### config.mk
export PLATFORM = sky130hd
export DESIGN_NAME = cdrom_command_checker_core
export DESIGN_NICKNAME = d
export VERILOG_FILES = /design/src/rtl/cdcc_pkg.sv /design/src/rtl/cdcc_check.sv /design/src/rtl/cdrom_command_checker_core.sv
export SDC_FILE = /design/constraint.sdc
export NUM_CORES = 1
export LEC_CHECK = 0
export ABC_AREA = 1
export ABC_CLOCK_PERIOD_IN_PS = 10900
export CORE_ASPECT_RATIO = 0.7
export CORE_MARGIN = 8
export CORE_UTILIZATION = 40
export CTS_BUF_LIST = sky130_fd_sc_hd__clkbuf_4 sky130_fd_sc_hd__clkbuf_8
export CTS_CLUSTER_SIZE = 28
export DETAILED_ROUTE_END_ITERATION = 12
export DONT_BUFFER_PORTS = 1
export SLEW_MARGIN = 30
export SYNTH_ARGS = -nofsm -noshare
export SYNTH_HDL_FRONTEND = slang
export SYNTH_SLANG_ARGS = --single-unit
### constraint.sdc
create_clock -name clk -period 10.9 [get_ports clk]
set_clock_uncertainty 0.15 [all_clocks]
set_input_delay 2.725 -clock clk [delete_from_list [all_inputs] [get_ports clk]]
set_output_delay 2.725 -clock clk [all_outputs]
set_load 0.02 [all_outputs]
### src/rtl/cdcc_pkg.sv
// Shared constants, opcodes, sense codes and the check result type for the command checker.
package cdcc_pkg;

  localparam int BLOCK_BYTES        = 2048;
  localparam int MAX_TRANSFER_BYTES = 16777216;
  localparam int MAX_READ_BLOCKS    = 8192;
  localparam int MAX_BLOCKS =
      (MAX_TRANSFER_BYTES / BLOCK_BYTES < MAX_READ_BLOCKS) ?
      (MAX_TRANSFER_BYTES / BLOCK_BYTES) : MAX_READ_BLOCKS;

  localparam int SENSE_BYTES = 18;

  localparam int IN_WIDTH  = 96;
  localparam int OUT_WIDTH = 80;

  localparam logic [7:0] OP_TEST_UNIT_READY = 8'h00;
  localparam logic [7:0] OP_REQUEST_SENSE   = 8'h03;
  localparam logic [7:0] OP_READ6           = 8'h08;
  localparam logic [7:0] OP_SEEK6           = 8'h0B;
  localparam logic [7:0] OP_INQUIRY         = 8'h12;
  localparam logic [7:0] OP_MODE_SENSE6     = 8'h1A;
  localparam logic [7:0] OP_START_STOP      = 8'h1B;
  localparam logic [7:0] OP_PREVENT         = 8'h1E;
  localparam logic [7:0] OP_READ_CAPACITY   = 8'h25;
  localparam logic [7:0] OP_READ10          = 8'h28;
  localparam logic [7:0] OP_SEEK10          = 8'h2B;
  localparam logic [7:0] OP_READ_SUBCHANNEL = 8'h42;
  localparam logic [7:0] OP_READ_TOC        = 8'h43;
  localparam logic [7:0] OP_READ_HEADER     = 8'h44;
  localparam logic [7:0] OP_GET_CONFIG      = 8'h46;
  localparam logic [7:0] OP_EVENT_STATUS    = 8'h4A;
  localparam logic [7:0] OP_DISC_INFO       = 8'h51;
  localparam logic [7:0] OP_TRACK_INFO      = 8'h52;
  localparam logic [7:0] OP_MODE_SENSE10    = 8'h5A;
  localparam logic [7:0] OP_READ12          = 8'hA8;
  localparam logic [7:0] OP_MECH_STATUS     = 8'hBD;

  localparam logic [1:0] KEY_NONE      = 2'd0;
  localparam logic [1:0] KEY_NOT_READY = 2'd1;
  localparam logic [1:0] KEY_ILLEGAL   = 2'd2;

  localparam logic [2:0] CODE_NONE       = 3'd0;
  localparam logic [2:0] CODE_NO_MEDIUM  = 3'd1;
  localparam logic [2:0] CODE_LBA_RANGE  = 3'd2;
  localparam logic [2:0] CODE_INV_FIELD  = 3'd3;
  localparam logic [2:0] CODE_ILLEGAL_OP = 3'd4;

  localparam logic [0:0] REG_DISC_BLOCKS = 1'b0;

  typedef struct packed {
    logic [1:0] key;
    logic [2:0] code;
  } sense_t;

  typedef struct packed {
    logic        check_condition;
    sense_t      sense;
    logic        data_in;
    logic [31:0] start_lba;
    logic [13:0] block_count;
    logic [24:0] data_length;
  } result_t;

endpackage

### src/rtl/cdcc_check.sv
// Combinational decode and check of one command block against disc size and held sense.
module cdcc_check (
  input  logic [63:0]     cdb_head,
  input  logic [31:0]     cdb_tail,
  input  logic [31:0]     disc_blocks,
  input  cdcc_pkg::sense_t held,
  output cdcc_pkg::result_t res,
  output cdcc_pkg::sense_t held_next
);

  logic [7:0] op, b1, b2, b3, b4, b5, b6, b7, b8, b9;

  assign op = cdb_head[63:56];
  assign b1 = cdb_head[55:48];
  assign b2 = cdb_head[47:40];
  assign b3 = cdb_head[39:32];
  assign b4 = cdb_head[31:24];
  assign b5 = cdb_head[23:16];
  assign b6 = cdb_head[15:8];
  assign b7 = cdb_head[7:0];
  assign b8 = cdb_tail[31:24];
  assign b9 = cdb_tail[23:16];

  logic needs_medium;

  always_comb begin
    unique case (op) inside
      cdcc_pkg::OP_TEST_UNIT_READY, cdcc_pkg::OP_READ_CAPACITY, cdcc_pkg::OP_READ6,
      cdcc_pkg::OP_READ10, cdcc_pkg::OP_READ12, cdcc_pkg::OP_SEEK6, cdcc_pkg::OP_SEEK10,
      cdcc_pkg::OP_READ_SUBCHANNEL, cdcc_pkg::OP_READ_TOC, cdcc_pkg::OP_READ_HEADER,
      cdcc_pkg::OP_DISC_INFO, cdcc_pkg::OP_TRACK_INFO: needs_medium = 1'b1;
      default: needs_medium = 1'b0;
    endcase
  end

  logic [31:0] lba_short, lba_long, blocks;
  logic [32:0] lba_end;
  logic        out_of_range;

  assign lba_short = {11'd0, b1[4:0], b2, b3};
  assign lba_long  = {b2, b3, b4, b5};

  always_comb begin
    if (op == cdcc_pkg::OP_READ6) begin
      blocks = (b4 == 8'd0) ? 32'd256 : {24'd0, b4};
    end else if (op == cdcc_pkg::OP_READ10) begin
      blocks = {16'd0, b7, b8};
    end else begin
      blocks = {b6, b7, b8, b9};
    end
  end

  assign lba_end = {1'b0, ((op == cdcc_pkg::OP_READ6) ? lba_short : lba_long)}
                 + {1'b0, blocks};
  assign out_of_range = (((op == cdcc_pkg::OP_READ6) ? lba_short : lba_long) >= disc_blocks)
                     || (lba_end > {1'b0, disc_blocks});

  always_comb begin
    res = '0;
    if ((disc_blocks == 32'd0) && needs_medium) begin
      res.check_condition = 1'b1;
      res.sense           = '{key: cdcc_pkg::KEY_NOT_READY, code: cdcc_pkg::CODE_NO_MEDIUM};
    end else begin
      unique case (op) inside
        cdcc_pkg::OP_TEST_UNIT_READY, cdcc_pkg::OP_START_STOP, cdcc_pkg::OP_PREVENT,
        cdcc_pkg::OP_MODE_SENSE6, cdcc_pkg::OP_MODE_SENSE10, cdcc_pkg::OP_READ_CAPACITY,
        cdcc_pkg::OP_READ_TOC, cdcc_pkg::OP_READ_SUBCHANNEL, cdcc_pkg::OP_READ_HEADER,
        cdcc_pkg::OP_GET_CONFIG, cdcc_pkg::OP_EVENT_STATUS, cdcc_pkg::OP_DISC_INFO,
        cdcc_pkg::OP_TRACK_INFO, cdcc_pkg::OP_MECH_STATUS: begin
          res = '0;
        end
        cdcc_pkg::OP_INQUIRY: begin
          if (b1[0]) begin
            res.check_condition = 1'b1;
            res.sense = '{key: cdcc_pkg::KEY_ILLEGAL, code: cdcc_pkg::CODE_INV_FIELD};
          end
        end
        cdcc_pkg::OP_REQUEST_SENSE: begin
          res.sense       = held;
          res.data_in     = 1'b1;
          res.data_length = 25'(cdcc_pkg::SENSE_BYTES);
        end
        cdcc_pkg::OP_READ6, cdcc_pkg::OP_READ10, cdcc_pkg::OP_READ12: begin
          res.start_lba = (op == cdcc_pkg::OP_READ6) ? lba_short : lba_long;
          if (blocks != 32'd0) begin
            if (out_of_range) begin
              res.check_condition = 1'b1;
              res.sense = '{key: cdcc_pkg::KEY_ILLEGAL, code: cdcc_pkg::CODE_LBA_RANGE};
            end else if (blocks > 32'(cdcc_pkg::MAX_BLOCKS)) begin
              res.check_condition = 1'b1;
              res.sense = '{key: cdcc_pkg::KEY_ILLEGAL, code: cdcc_pkg::CODE_INV_FIELD};
            end else begin
              res.data_in     = 1'b1;
              res.block_count = blocks[13:0];
              res.data_length = 25'(blocks[13:0]) * 25'(cdcc_pkg::BLOCK_BYTES);
            end
          end
        end
        cdcc_pkg::OP_SEEK6, cdcc_pkg::OP_SEEK10: begin
          res.start_lba = (op == cdcc_pkg::OP_SEEK6) ? lba_short : lba_long;
          if (res.start_lba >= disc_blocks) begin
            res.check_condition = 1'b1;
            res.sense = '{key: cdcc_pkg::KEY_ILLEGAL, code: cdcc_pkg::CODE_LBA_RANGE};
          end
        end
        default: begin
          res.check_condition = 1'b1;
          res.sense = '{key: cdcc_pkg::KEY_ILLEGAL, code: cdcc_pkg::CODE_ILLEGAL_OP};
        end
      endcase
    end
  end

  // sense survives only a failing command
  assign held_next = res.check_condition ? res.sense : '0;

endmodule

### src/rtl/cdrom_command_checker_core.sv
// Top level of the CD-ROM command block checker: stream ports, APB register, pipeline.
//
// Usage: each input word on s_* carries one 12-byte command block; for every
// accepted word one result word appears on m_*, in order. The disc size is
// set through the APB port (register disc_blocks at address 0, zero means no
// disc); write it only while no command is in flight.
// Path: an accepted input word is held in the input register, then its result is
// written to the result register, which drives m_tvalid. Throughput: one word per
// cycle while m_tready is high; the decode and the held sense update sit in a single
// stage between the two registers.
// Stall: when m_tready is low the result register holds, the input register
// fills, and s_tready drops until the result is taken; no word is lost.
// Reset: both registers empty, held sense cleared, disc_blocks zero.
module cdrom_command_checker_core (
  input  logic        clk,
  input  logic        rst,
  input  logic        s_tvalid,
  output logic        s_tready,
  // [63:0] cdb_head, [95:64] cdb_tail
  input  logic [cdcc_pkg::IN_WIDTH-1:0] s_tdata,
  output logic        m_tvalid,
  input  logic        m_tready,
  // [0] check_condition, [2:1] sense_key, [5:3] sense_code, [6] data_in,
  // [38:7] start_lba, [52:39] block_count, [77:53] data_length, [79:78] zero
  output logic [cdcc_pkg::OUT_WIDTH-1:0] m_tdata,
  input  logic        psel,
  input  logic        penable,
  input  logic        pwrite,
  input  logic [2:0]  paddr,
  input  logic [31:0] pwdata,
  output logic [31:0] prdata,
  output logic        pready
);

  logic [31:0] disc_blocks;
  logic        in_valid;
  logic [cdcc_pkg::IN_WIDTH-1:0] in_word;
  logic        out_valid;
  cdcc_pkg::result_t res, res_q;
  cdcc_pkg::sense_t  held, held_next;
  logic        advance;

  assign pready = 1'b1;
  assign prdata = (paddr[2] == cdcc_pkg::REG_DISC_BLOCKS) ? disc_blocks : 32'd0;

  always_ff @(posedge clk) begin
    if (rst) begin
      disc_blocks <= '0;
    end else if (psel && penable && pwrite && pready
                 && paddr[2] == cdcc_pkg::REG_DISC_BLOCKS) begin
      disc_blocks <= pwdata;
    end
  end

  assign advance  = in_valid && (!out_valid || m_tready);
  assign s_tready = !in_valid || advance;

  always_ff @(posedge clk) begin
    if (rst) begin
      in_valid <= 1'b0;
    end else if (s_tready) begin
      in_valid <= s_tvalid;
    end
  end

  always_ff @(posedge clk) begin
    if (s_tready && s_tvalid) begin
      in_word <= s_tdata;
    end
  end

  cdcc_check u_check (
    .cdb_head   (in_word[63:0]),
    .cdb_tail   (in_word[95:64]),
    .disc_blocks(disc_blocks),
    .held       (held),
    .res        (res),
    .held_next  (held_next)
  );

  always_ff @(posedge clk) begin
    if (rst) begin
      out_valid <= 1'b0;
      held      <= '0;
    end else begin
      if (advance) begin
        out_valid <= 1'b1;
        held      <= held_next;
      end else if (m_tready) begin
        out_valid <= 1'b0;
      end
    end
  end

  always_ff @(posedge clk) begin
    if (advance) begin
      res_q <= res;
    end
  end

  assign m_tvalid = out_valid;
  assign m_tdata  = {2'b00, res_q.data_length, res_q.block_count, res_q.start_lba,
                     res_q.data_in, res_q.sense.code, res_q.sense.key,
                     res_q.check_condition};

  a_reset_empty: assert property (@(posedge clk) rst |=> !m_tvalid)
    else $error("result valid after reset");

  a_fail_no_data: assert property (@(posedge clk) disable iff (rst)
    m_tvalid && m_tdata[0] |-> !m_tdata[6] && m_tdata[77:39] == '0)
    else $error("failed command carries data");

  a_held_stable: assert property (@(posedge clk) disable iff (rst)
    !advance |=> $stable(held))
    else $error("held sense changed without a command");

  a_held_follows_fail: assert property (@(posedge clk) disable iff (rst)
    advance && !res.check_condition |=> held == '0)
    else $error("held sense kept after a passing command");

endmodule

* Word level (Yosys, flattened, before mapping) *
Index checks and enable logic that the tools add are counted.

storage, ports and cells
  flip-flop bits (word level) = 213
  latch bits = 0
  RAM bits = 0
  memory bits (read-only) = 0
  input bits = 138
  memories kept = 0

operators by class
  add/subtract/negate cells = 1
  $mul = 0
  divide/modulo/power cells = 0
  magnitude comparators = 4
  equal/unequal tests = 20
  shift operators = 0
  muxes and demuxes = 26
  bitwise logic cells = 3
  reduce and logical (&&, ||, !) cells = 22

operators by type and width
  kind                                                   number
  two-way mux 32 bit                                     5
  two-way mux 25 bit                                     3
  equality test 8 x 7 -> 1 bit (second input constant)   8
  greater-or-equal comparator 32 bit                     2
  one-hot mux 32 bit (2 select lines)                    1
  one-hot mux 25 bit (2 select lines)                    1
  adder 32 x 32 -> 33 bit                                1
  > comparator 33 x 32 -> 1 bit                          1
  equality test 8 x 5 -> 1 bit (second input constant)   4
  > comparator 32 x 14 -> 1 bit (second input constant)  1
  logical NOT 32 bit                                     1
  nonzero test 32 bit                                    1
  two-way mux 6 bit                                      5
  one-hot mux 5 bit (5 select lines)                     1
  equality test 8 x 6 -> 1 bit (second input constant)   3
  equality test 8 x 4 -> 1 bit (second input constant)   2
  equality test 8 bit (second input constant)            2
  logical NOT 8 bit                                      2
  OR reduction 15 bit                                    1
  OR reduction 14 bit                                    1
  OR reduction 12 bit                                    1
  two-way mux 9 bit                                      1
  equality test 8 x 2 -> 1 bit (second input constant)   1
  two-way mux 7 bit                                      1
  other kinds (12)                                       26

* Longest topological paths before layout *
Gate-level depths: netlist (run 1).

  word-level depth = 11
  depth in mapped cells = 39
  gate-level depth less buffers = 38

* Modules after synthesis *
Synthesis (run 1) repeated with hierarchy kept, for this count alone.

unflattened totals
  cell total of the unflattened synthesis = 1677
  area total of the unflattened synthesis = 13812.0 µm²

by module, submodules not included
  module                      instances  cells each  area an instance (µm²)
  cdrom_command_checker_core  1          500         7215.7
  cdcc_check                  1          1177        6596.3

* Least setup slack after synthesis (run 1) *
No wires, ideal clock.

  path type = input port to output port
  from = in paddr[2]
  to = out prdata[10]
  data arrival time = 3.369 ns
  path slack = 4.656 ns
  cell stages on the path = 3
  path through = clkbuf_1 -> clkbuf_1 -> nor2_1

on the way
  cells in the longest elaborated chain, start to end = 1

RTL lines
  what                RTL line                          text
  from (decl)         cdrom_command_checker_core.sv:29  input logic [2:0] paddr,
  two-way mux 32 bit  cdrom_command_checker_core.sv:44  assign prdata = (paddr[2] == cdcc_pkg::REG_DISC_BLOCKS) ? disc_blocks : 32'd0;
  to (decl)           cdrom_command_checker_core.sv:31  output logic [31:0] prdata,

Every way passes these cells.

==> results of run 1 <==
==> critical path: cells and delay by family, from the launching register on <==
kind | cells | cell delay (ps)
compound gates | 4 | 1030
fa+ha+maj | 3 | 830
flops | 1 | 480
buf+inv | 4 | 850
simple gates | 22 | 2760
xor+xnor | 1 | 150
==> where the power goes <==
group | internal (mW) | switching (mW)
Sequential | 0.794 | 0.0353
Clock | 0.189 | 0.271
Combinational | 0.119 | 0.235
==> kinds of logic after synthesis <==
group	count (synthesis)	share of synthesized area, %
AND/OR/NAND/NOR	619	22.2
AO/OA/AOI/OAI	267	12.3
buffers and inverters	235	7.86
flip-flops	184	42.1
adder cells (fa/ha/maj)	129	13.3
XOR/XNOR	30	2.16
other	2	0.0616
==> final cells by class <==
| type | count | area [sq um] | share of cell area (%) |
|---|---|---|---|
| Antenna cell | 1 | 2.50 | 0.0193 |
| Clock inverter | 14 | 141 | 1.09 |
| Inverter | 182 | 686 | 5.30 |
| Tap cell | 412 | 515 | 3.98 |
| Timing Repair Buffer | 8 | 63.8 | 0.493 |
| Sequential cell | 184 | 5130 | 39.7 |
| Multi-Input combinational cell | 1057 | 6160 | 47.6 |
| Clock buffer | 18 | 241 | 1.87 |
==> worst paths after layout <==
| path | from | endpoint | depth (start not counted) |
|---|---|---|---|
| setup reg to reg | in_word[62]$_DFFE_PP_ | m_tdata[4]$_DFFE_PP_ | 34 |
| hold reg to reg | held[3]$_SDFFE_PP0P_ | held[3]$_SDFFE_PP0P_ | 2 |
| hold / removal | held[3]$_SDFFE_PP0P_ | held[3]$_SDFFE_PP0P_ | 2 |
| setup / recovery | in_word[62]$_DFFE_PP_ | m_tdata[4]$_DFFE_PP_ | 34 |
==> flip-flops by register name, summed over array words and instances (netlist names) <==
name	cells
disc_blocks	32
held	5
in_valid	1
in_word	77
m_tdata	68
m_tvalid	1
==> stage by stage <==
stage               std cells  setup slack (ps)  hold slack [ps]
floorplan                1476              4660              295
global placement         1843              4580              296
detailed placement       1843              4470              303
CTS                      1875              4460              319
global route             1876              3670              336
finish                   1876              4410              320
==> Yosys cell counts (all sizes together) <==
cell    instances
dfxtp          39
inv           181
a21oi         121
fa              1
o21bai          3
a22oi           1
a221oi          1
o22ai           1
nand3          54
nor4           11
o211ai          3
buf            20
and3            1
o221ai          1
o21a            2
nor3b           2
a21boi          1
a21o            3
nand3b          1
a31oi           7
a211oi         35
nand4          28
nand2         300
o311ai          1
nor3           44
o31ai           2
xnor2          12
clkinv          1
clkbuf         33
o32ai           1
ha            128
edfxtp        145
nor2          178
o21ai          84
xor2           18
conb            2
==> routing by layer <==
metal / GRT usage (%) / wire length, microns / up-vias
li1: - / - / 4948
met3: 6.97 / 3990 / 60
met5: 0 / 43 / -
met1: 31.3 / 19000 / 4719
met2: 28.4 / 15400 / 424
met4: 6.88 / 911 / 8
==> impl_summary.txt, run 1 <==
----------------------------------------------------
[Timing]
  Max-slew violation total from the final report ... 0
  Measured slew at the worst slew-check pin ... 989 ps
  Relative slew slack ... 33.2%
  Max Clk Rate ... 0.154 GHz
  Final critical-path share of the clock period ... ~60%
  Setup violation total in the final timing report ... 0
  Min Clock Period, post-route ... between 6000 and 7000 ps
  Sum of negative setup slack ... 0 ps
  Setup repair after global routing missed its margin ... false
  Number of failing hold endpoints at the final stage ... 0

[Detailed routing]
  Routed Wire Length ... just under 40,000 microns
  Antenna-violating nets left ... 0
  Per-cell routed wire length ... 21.0 microns
  Residual DRC ... 0
  Vias per std cell ... 5.42
  1st-pass router iterations ... 5
  Total number of vias ... 10.2k
  Iter 0 DRT Violations ... 963

[Pwr]
  Max VDD drop ... 95.6 uV
  Power Density ... about 130 mW/mm^2
  Total chip power ... around 1.6 mW
  Leakage ... 5.32 nW

[Global routing]
  Number of global-route vias before repair ... 9,520
  Pin count of the biggest net entering global routing ... 75
  Global-route wire length before repair ... 58,000 microns
  Antenna violations before repair ... 5
  Gr usage total ... about a fifth
  GRT Residual Overflow ... 0

[Final layout]
  Area delta synth->final ... 6.17%
  Fill cell instance count of the final layout ... 3,005
  Commonest cells after routing, fill and taps aside ... nand2_1, inv_1, nor2_1
  Post-layout net count ... 1,717
  Post-route core utilization ... 43.1%
  Most common cell after layout, fill and taps aside ... nand2_1
  Final Instance Area ... between 0.01 and 0.015 sq mm
  Fraction of layout instances using a drive strength above 1 ... 5.47%

[Floorplanning]
  Area inside the core boundary ... 0.0300 sq mm
  Area of the die ... 0.0364 sq mm
  Chip width ... 225 microns
  Die H ... 162 microns
  Ports placed on the boundary ... 253
  Number of placement rows ... 53
  Starting Density ... 40.6%

[Critical path]
  Nature of the critical path endpoint ... register
  Type of the worst setup path ... register to register
  Maximum cell stage delay along the critical path ... 480 ps
  Worst-path cell with the longest stage delay ... edfxtp_1
  Data required, critical path ... 11,020 ps
  Largest fanout on the critical path ... 40
  Crit path top cell by count ... nand2_1
  Startpoint class of the critical path ... register
  Worst R2R Setup Slack ... roughly 4400 ps
  Arrival @ worst endpoint ... 6600 ps

[Logic synthesis]
  Number of warnings reported in the yosys synthesis log ... 0
  Area of the mapped netlist ... 0.0122 sq mm
  Sequential element share of the synthesized area ... a little over two fifths
  Proportion of netlist area held by the largest area contributor ... between 30% and 40%
  Dominant cells by area after synthesis ... edfxtp_1, ha_1, nand2_1, dfxtp_1, inv_1
  Synthesized flop and latch total ... 184
  Synthesized area per cell ... 8.32 sq um
  Number of library cell types mapped by synthesis ... 51
  Number of standard cells after synthesis ... 1,466
  Cell taking the most area after synthesis ... edfxtp_1

[Clock tree]
  Number of hold buffers added after CTS ... 0
  Number of sinks handled by clock tree synthesis ... about 180
  PostCTS Resize Cnt ... 0
  Worst-Skew Late Latency ... 500 ps
  Clock tree from TritonCTS ... built
  Clock Pin Slew Worst Setup and Hold Paths ... 100 ps
  CTS root buffer ... clkbuf_8
  Number of buffers between clock root and the deepest sink ... 2
  Post-CTS repair timing setup buffer count ... 0
  Level count of the clock H-tree ... 4
  Number of buffers added by the clock tree synthesis step ... 17

[Min path]
  Type of the tightest min-delay check ... register to register

[Outcome]
  Status ... completed

[Placed design]
  Number of input and output port buffers inserted ... 0
  Routability congestion estimate ... 0.925
  Area after detailed placement ... 0.0126 sq mm
  Post-detail-place hpwl ... 31,600 microns

[Flow run]
  Max-cap viol count ... 0

----------------------------------------------------
No activity file was read; power rests on OpenSTA's default activity.
==> run 2: changes to the inputs <==
--- a/config.mk
+++ b/config.mk
@@ -5,8 +5,8 @@
 export SDC_FILE = /design/constraint.sdc
 export NUM_CORES = 1
 export LEC_CHECK = 0
-export ABC_AREA = 1
-export ABC_CLOCK_PERIOD_IN_PS = 10900
+export ABC_AREA = 0
+export ABC_CLOCK_PERIOD_IN_PS = 6300
 export CORE_ASPECT_RATIO = 0.7
 export CORE_MARGIN = 8
 export CORE_UTILIZATION = 40
==> constraint.sdc (replaced) <==
create_clock -name clk -period 6.3 [get_ports clk]
set_clock_uncertainty 0.15 [all_clocks]
set_input_delay 1.575 -clock clk [delete_from_list [all_inputs] [get_ports clk]]
set_output_delay 1.575 -clock clk [all_outputs]
set_load 0.02 [all_outputs]
==> run 2 against run 1 <==
  * The flow now finishes with violations (negative setup slack)
  * First-iteration DRC count fell by 8.5%
  * Die area fell by 1.2%
  * Utilization rose by 5.5 points
  * Via count fell by 0.64%
  * Power rose by 85%
  * Maximum frequency fell by 6.1%
  * Cell count fell by 5.2%
  * Count of clock-buffer cells in the layout fell by 1
  * Synthesized cell count fell by 17%
  * Wire length rose by 7.9%
  * Area after synthesis fell by 1.3%
  * Hold slack got worse by 16 ps
  * Largest power group unchanged
==> impl_summary.txt, run 2 <==
----------------------------------------------------
[Timing]
  Relative slew slack ... just under 40%
  Final critical-path share of the clock period ... 110%
  Min Clock Period, post-route ... 6910 ps
  Setup violation total in the final timing report ... 36
  Number of failing hold endpoints at the final stage ... 0
  Setup repair after global routing missed its margin ... true
  Max-slew violation total from the final report ... 0
  Max Clk Rate ... roughly 0.14 GHz
  Sum of negative setup slack ... -18,870 ps
  Measured slew at the worst slew-check pin ... between 900 and 1000 ps
  Worst Slack Setup Final ... -613 ps

[Flow run]
  Max-cap viol count ... 0

[Logic synthesis]
  Proportion of netlist area held by the largest area contributor ... 36.2%
  Number of library cell types mapped by synthesis ... 75
  Number of warnings reported in the yosys synthesis log ... 0
  Number of standard cells after synthesis ... 1,222
  Prevailing post-synth register cell ... edfxtp_1
  Sequential element share of the synthesized area ... a little over two fifths
  Synthesized area per cell ... ~10 sq um
  Area of the mapped netlist ... 0.0120 sq mm
  Fraction of registers with async set or reset after synthesis ... 0%
  Post-synth top cells ... edfxtp_1, nand2_1, ha_1
  Synthesized flop and latch total ... roughly 180
  Post-synth EDFFs ... 145
  Count leader, synth ... edfxtp_1
  Dominant cells by area after synthesis ... edfxtp_1, ha_1, dfxtp_1, a21oi_1, nand2_1
  Cell taking the most area after synthesis ... edfxtp_1

[Placed design]
  Post-detail-place hpwl ... 33,600 microns
  Routability congestion estimate ... 0.946
  Worst-case setup slack after placement ... -822 ps
  Total placed cells including tap cells ... 1,734
  Number of input and output port buffers inserted ... 0

[Global routing]
  Pin count of the biggest net entering global routing ... 41
  GRT Residual Overflow ... 0
  Antenna violations before repair ... 7
  Number of global-route vias before repair ... 9,549
  Global-route wire length before repair ... a little over 60,000 microns
  Gr usage total ... 22.7%

[Floorplanning]
  Ports placed on the boundary ... 253
  Die H ... 161 microns
  Area of the die ... roughly 0.036 sq mm
  Area inside the core boundary ... about 0.030 sq mm
  Chip width ... 223 microns
  Number of placement rows ... 53
  Starting Density ... between 40% and 50%

[Critical path]
  Arrival @ worst endpoint ... 7000 ps
  Type of the worst setup path ... register to register
  Data required, critical path ... 6390 ps
  Nature of the critical path endpoint ... register
  Largest fanout on the critical path ... 7
  Startpoint class of the critical path ... register

[Detailed routing]
  Routed Wire Length ... 42,400 microns
  Residual DRC ... 0
  Vias per std cell ... 5.67
  1st-pass router iterations ... 5
  Iter 0 DRT Violations ... 881
  Total number of vias ... 10.1k
  Per-cell routed wire length ... 23.8 microns
  Antenna-violating nets left ... 0

[Final layout]
  Area delta synth->final ... 20.5%
  Fraction of layout instances using a drive strength above 1 ... roughly 22%
  Sequential cell area in the final layout ... 0.00513 sq mm
  Final std cells w/o fill ... 1,779
  Flip-flop count of the largest register, all copies and words added ... a little under 80
  Footprint of the multi-input gates ... 0.00666 sq mm
  Commonest cells after routing, fill and taps aside ... buf_4, edfxtp_1, nand2_1
  Post-layout net count ... 1,646
  Largest reg by FF count ... in_word
  Fill cell instance count of the final layout ... 2,793
  Most common cell after layout, fill and taps aside ... buf_4

[Pwr]
  Leakage ... 5.80 nW
  Max VDD drop ... 253 uV
  Power Density ... 209 mW/mm^2

[Clock tree]
  Worst-Skew Late Latency ... between 500 and 600 ps
  CTS root buffer ... clkbuf_8
  Clock tree from TritonCTS ... built
  Number of hold buffers added after CTS ... 0
  Level count of the clock H-tree ... 4
  Clock Pin Slew Worst Setup and Hold Paths ... 90 ps
  Number of sinks handled by clock tree synthesis ... roughly 180
  Number of buffers between clock root and the deepest sink ... 2
  Number of buffers added by the clock tree synthesis step ... 17

[Outcome]
  Status ... finished, violations left
  Failing checks ... negative setup slack

[Min path]
  Type of the tightest min-delay check ... register to register

----------------------------------------------------
-- run 2: cell types whose count changed after synthesis, moves of 38 or more --
cell,change
o21ai_0,-38
nand2_1,-161
nor2_1,-95
inv_1,-105
and2_1,+42
nor2b_1,+45
-- run 2: final timing paths --
| kind | slack [ps] | cells past startpoint | from | to |
|---|---|---|---|---|
| setup / recovery | -610 | 24 | in_word[56]$_DFFE_PP_ | m_tdata[2]$_DFFE_PP_ |
| hold reg to reg | 300 | 2 | held[2]$_SDFFE_PP0P_ | held[2]$_SDFFE_PP0P_ |
| setup reg to reg | -610 | 24 | in_word[56]$_DFFE_PP_ | m_tdata[2]$_DFFE_PP_ |
| hold / removal | 300 | 2 | held[2]$_SDFFE_PP0P_ | held[2]$_SDFFE_PP0P_ |
-- run 2: kinds of logic (layout without fill, tap and decap cells) --
kind of cell,Yosys count,in the layout,share of synthesized area [%]
mux,51,51,4.45
buf+inv,134,294,4.82
other cells,2,14,0.0624
fa+ha+maj,130,130,13.6
simple gates,426,426,18.2
flops,184,184,42.7
xor+xnor,27,27,1.97
compound gates,268,268,14.3
-- run 2: layout make-up --
type	count	share of cell area [%]
tap	385	3.32
timing repair buffer	193	10.6
clock buffer	17	1.61
multi-input combinational	914	46.0
sequential	184	35.4
clock inverter	15	1.29
antenna	2	0.0345
inverter	69	1.79
-- run 2: critical path, stage by stage, from the launching register on --
cell,delay [ps]
edfxtp_1,390
or4b_4,560
or4_4,540
buf_6,190
o21ai_4,200
ha_4,240
a21oi_4,130
and4b_1,230
o41ai_2,250
a31o_2,220
a211o_1,200
a31oi_2,120
buf_4,160
o41a_1,380
or4b_1,500
nand4b_1,160
ha_1,180
nand4_1,90
or4_1,390
o211ai_1,160
nand4_1,220
buf_4,210
a2111o_1,450
a21oi_4,210
a21oi_1,90
-- run 2: per-layer routing --
| metal | global-route usage, % | vias up | part of all wire [%] |
|---|---|---|---|
| met5 | 0 | - | 0.17 |
| met4 | 5.76 | 12 | 2.0 |
| met3 | 8.70 | 53 | 10 |
| met2 | 31.3 | 418 | 40 |
| met1 | 32.7 | 4854 | 47 |
| li1 | - | 4757 | - |
-- run 2: timing repair --
| item | in CTS | in global routing |
|---|---|---|
| setup endpoints to repair | 36 | 36 |
| pin swaps | 10 | 24 |
| cloned | 0 | 3 |
| setup buffers | 6 | 4 |
| gates resized for setup | 20 | 50 |
-- run 2: metrics by stage --
stage	power, mW	area, sq um	utilization, %	hold slack [ps]
global route	3.18	14500	48.6	341
finish	3.03	14500	48.6	304
detailed placement	2.14	13600	45.7	294
floorplan	1.87	12100	-	287
CTS	3.03	14200	47.6	307
global placement	2.13	13600	45.7	286
-- run 2: power breakdown --
group          switching, mW  total, mW  internal [mW]
clock network          0.464      0.866          0.402
registers             0.0736       1.45           1.37
logic                  0.393      0.721          0.328
==> run 3: changes to the inputs <==
--- a/config.mk
+++ b/config.mk
@@ -7,6 +7,7 @@
 export LEC_CHECK = 0
 export ABC_AREA = 0
 export ABC_CLOCK_PERIOD_IN_PS = 6300
+export CAP_MARGIN = 20
 export CORE_ASPECT_RATIO = 0.7
 export CORE_MARGIN = 8
 export CORE_UTILIZATION = 40
@@ -14,6 +15,7 @@
 export CTS_CLUSTER_SIZE = 28
 export DETAILED_ROUTE_END_ITERATION = 12
 export DONT_BUFFER_PORTS = 1
+export PLACE_DENSITY_LB_ADDON = 0.15
 export SLEW_MARGIN = 30
 export SYNTH_ARGS = -nofsm -noshare
 export SYNTH_HDL_FRONTEND = slang
==> run 3 against run 2 <==
  * The run still ends with negative setup slack left
  * Final area up 0.56%
  * Setup slack better by 85 ps
  * Sequential share of layout area down 0.20 points
  * Critical path type unchanged
  * Critical endpoint is now m_tdata[76]$_SDFFCE_PP0P_
  * Largest power group unchanged
==> impl_summary.txt, run 3 (synthesized netlist as in run 2, its figures left out) <==
----------------------------------------------------
[Pwr]
  Share of power burned in registers ... roughly half
  Leakage ... 5.85 nW
  Sw Pwr ... 922 uW
  Proportion of power drawn by combinational gates ... 24.3%
  Power share of the clock group ... a little over a quarter
  Net Sw Frac ... 31.0%
  Internal portion of total power ... between 2 and 2.5 mW
  Max VDD drop ... 190 uV
  Power Density ... 204 mW/mm^2

[Final layout]
  Post-layout net count ... ~1.7k
  Commonest cells after routing, fill and taps aside ... buf_4, edfxtp_1, nand2_1
  Fill cell instance count of the final layout ... 2,830
  Area delta synth->final ... 21.1%
  Flip-flop count of the largest register, all copies and words added ... 77
  Final std cells w/o fill ... 1,786
  Largest reg by FF count ... in_word
  Fraction of layout instances using a drive strength above 1 ... roughly 23%
  Most common cell after layout, fill and taps aside ... buf_4

[Clock tree]
  Level count of the clock H-tree ... 4
  CTS root buffer ... clkbuf_8
  Clock tree from TritonCTS ... built
  Number of sinks handled by clock tree synthesis ... roughly 180
  Number of buffers added by the clock tree synthesis step ... 17
  Clock Pin Slew Worst Setup and Hold Paths ... 90 ps
  Number of buffers between clock root and the deepest sink ... 2
  Worst-Skew Late Latency ... slightly above 500 ps

[Critical path]
  Worst Setup EP ... m_tdata[76]$_SDFFCE_PP0P_
  Arrival @ worst endpoint ... 7030 ps
  Cell class contributing the biggest share of worst-path delay ... simple AND/OR/NAND/NOR gates
  Endpoint of the worst-slack reg-to-reg timing path ... m_tdata[76]$_SDFFCE_PP0P_
  Maximum cell stage delay along the critical path ... 560 ps
  Worst R2R Setup Slack ... -530 ps
  Critical path origin ... in_word[56]$_DFFE_PP_
  Worst-path cell with the longest stage delay ... or4b_4
  Type of the worst setup path ... register to register
  Largest fanout on the critical path ... 7
  Crit. path cell count ... 28
  Data required, critical path ... 6500 ps
  Startpoint class of the critical path ... register
  Nature of the critical path endpoint ... register
  Count of buffering cells on the critical path with inverters included ... 7
  Crit path top cell by count ... buf_4
  Worst reg2reg path depth ... 28
  Worst flop-to-flop path startpoint ... in_word[56]$_DFFE_PP_

[Timing]
  Max Clk Rate ... about 0.15 GHz
  Final critical-path share of the clock period ... 108%
  Number of failing hold endpoints at the final stage ... 0
  Relative slew slack ... 34.2%
  Setup repair after global routing missed its margin ... true
  Setup violation total in the final timing report ... 36
  Sum of negative setup slack ... -16,230 ps
  Min Clock Period, post-route ... 6830 ps
  Max-slew violation total from the final report ... 0
  Measured slew at the worst slew-check pin ... 986 ps
  Worst Slack Setup Final ... -527 ps

[Min path]
  Worst hold start ... held[2]$_SDFFE_PP0P_
  Type of the tightest min-delay check ... register to register

[Floorplanning]
  Chip width ... 223 microns
  Area of the die ... 0.0360 sq mm
  Ports placed on the boundary ... 253
  Area inside the core boundary ... 0.0298 sq mm
  Die H ... between 150 and 200 microns
  Starting Density ... around two fifths
  Number of placement rows ... 53

[Global routing]
  Met2 track demand over resource in global routing ... 33.8%
  Number of global-route vias before repair ... approximately 9.7k
  Busiest grt layer ... met1
  Antenna violations before repair ... 5
  Pin count of the biggest net entering global routing ... 48
  Gr usage total ... between 20% and 30%
  Global-route met3 utilization ... 6.50%
  Global Route met1 Usage ... about a third
  GRT Residual Overflow ... 0
  Global-route wire length before repair ... 62,800 microns

[Detailed routing]
  Iter 0 DRT Violations ... 792
  Vias per std cell ... around 5.6
  1st-pass router iterations ... 5
  Routed Wire Length ... 43,100 microns
  Residual DRC ... 0
  Per-cell routed wire length ... 24.1 microns
  Antenna-violating nets left ... 0
  Total number of vias ... 10.0k

[Outcome]
  Failing checks ... negative setup slack
  Status ... finished, violations left

[Placed design]
  Number of input and output port buffers inserted ... 0
  Routability congestion estimate ... just over 0.9
  Post-detail-place hpwl ... ~34,000 microns
  Total placed cells including tap cells ... about 1.7k

[Flow run]
  Max-cap viol count ... 0

----------------------------------------------------
==> run 3: cell types whose count changed in the layout (fill, tap and decap cells not counted), moves of 3 or more <==
cell      delta
inv_6        -5
inv_4        +3
o21ai_1      +4
nor2b_1      -7
o21ai_2      -3
nor2b_4      +8
clkinv_4     +4
clkbuf_8     +3
buf_4        +3
==> run 3: metrics by stage <==
stage               total power, mW  area, sq um  util (%)  setup slack, ps  hold slack, ps
CTS                            2.96        14400      48.1             -510             313
global route                   3.12        14600      48.8             -721             326
detailed placement             2.15        13700      45.8             -749             299
floorplan                      1.87        12100         -             20.5             287
finish                         2.97        14600      48.9             -527             311
global placement               2.14        13700      45.8             -700             290
==> run 3: metal layers <==
layer,vias up,share of wire (%)
met5,-,0.10
met1,4885,50
met2,324,41
met4,6,1.4
li1,4771,-
met3,38,7.3
==> run 3: layout make-up <==
class / instances / area, sq um / share of cell area, %
multi-input cells: 914 / 6680 / 45.9
repair buffers: 199 / 1620 / 11.1
flip-flops and latches: 184 / 5130 / 35.2
diodes: 3 / 7.51 / 0.0515
clock buffers: 20 / 275 / 1.89
clock inverters: 12 / 115 / 0.790
well taps: 385 / 482 / 3.30
inverters: 69 / 259 / 1.78
==> run 3: worst min path at each step <==
stage | slack, ps | cells after the start | endpoint
global placement | 290 | 2 | held[2]$_SDFFE_PP0P_
global route | 330 | 2 | held[2]$_SDFFE_PP0P_
floorplan | 290 | 2 | held[2]$_SDFFE_PP0P_
detailed placement | 300 | 2 | held[2]$_SDFFE_PP0P_
CTS | 310 | 2 | held[2]$_SDFFE_PP0P_
finish | 310 | 2 | held[2]$_SDFFE_PP0P_
==> run 3: tightest hold or removal path: stages (launching register included) <==
cell and delay (ps):
dfxtp_1 320, nand2_1 50, a21oi_1 60
==> run 3: repair_timing <==
action	CTS	global route
hold endpoints to repair	0	0
setup buffers	3	5
hold buffers	0	0
pin swaps	5	12
gates cloned	3	1
gates resized for setup	35	46
setup endpoints to repair	36	36
==> run 3: power groups by stage <==
stage                     logic (mW)  registers, mW  clock network (mW)
after detailed placement       0.675           1.47                   0
final                          0.722           1.45               0.802
after global routing           0.796           1.45               0.866
after CTS                      0.695           1.45               0.822
after global placement         0.661           1.47                   0
after floorplan                0.422           1.45                   0
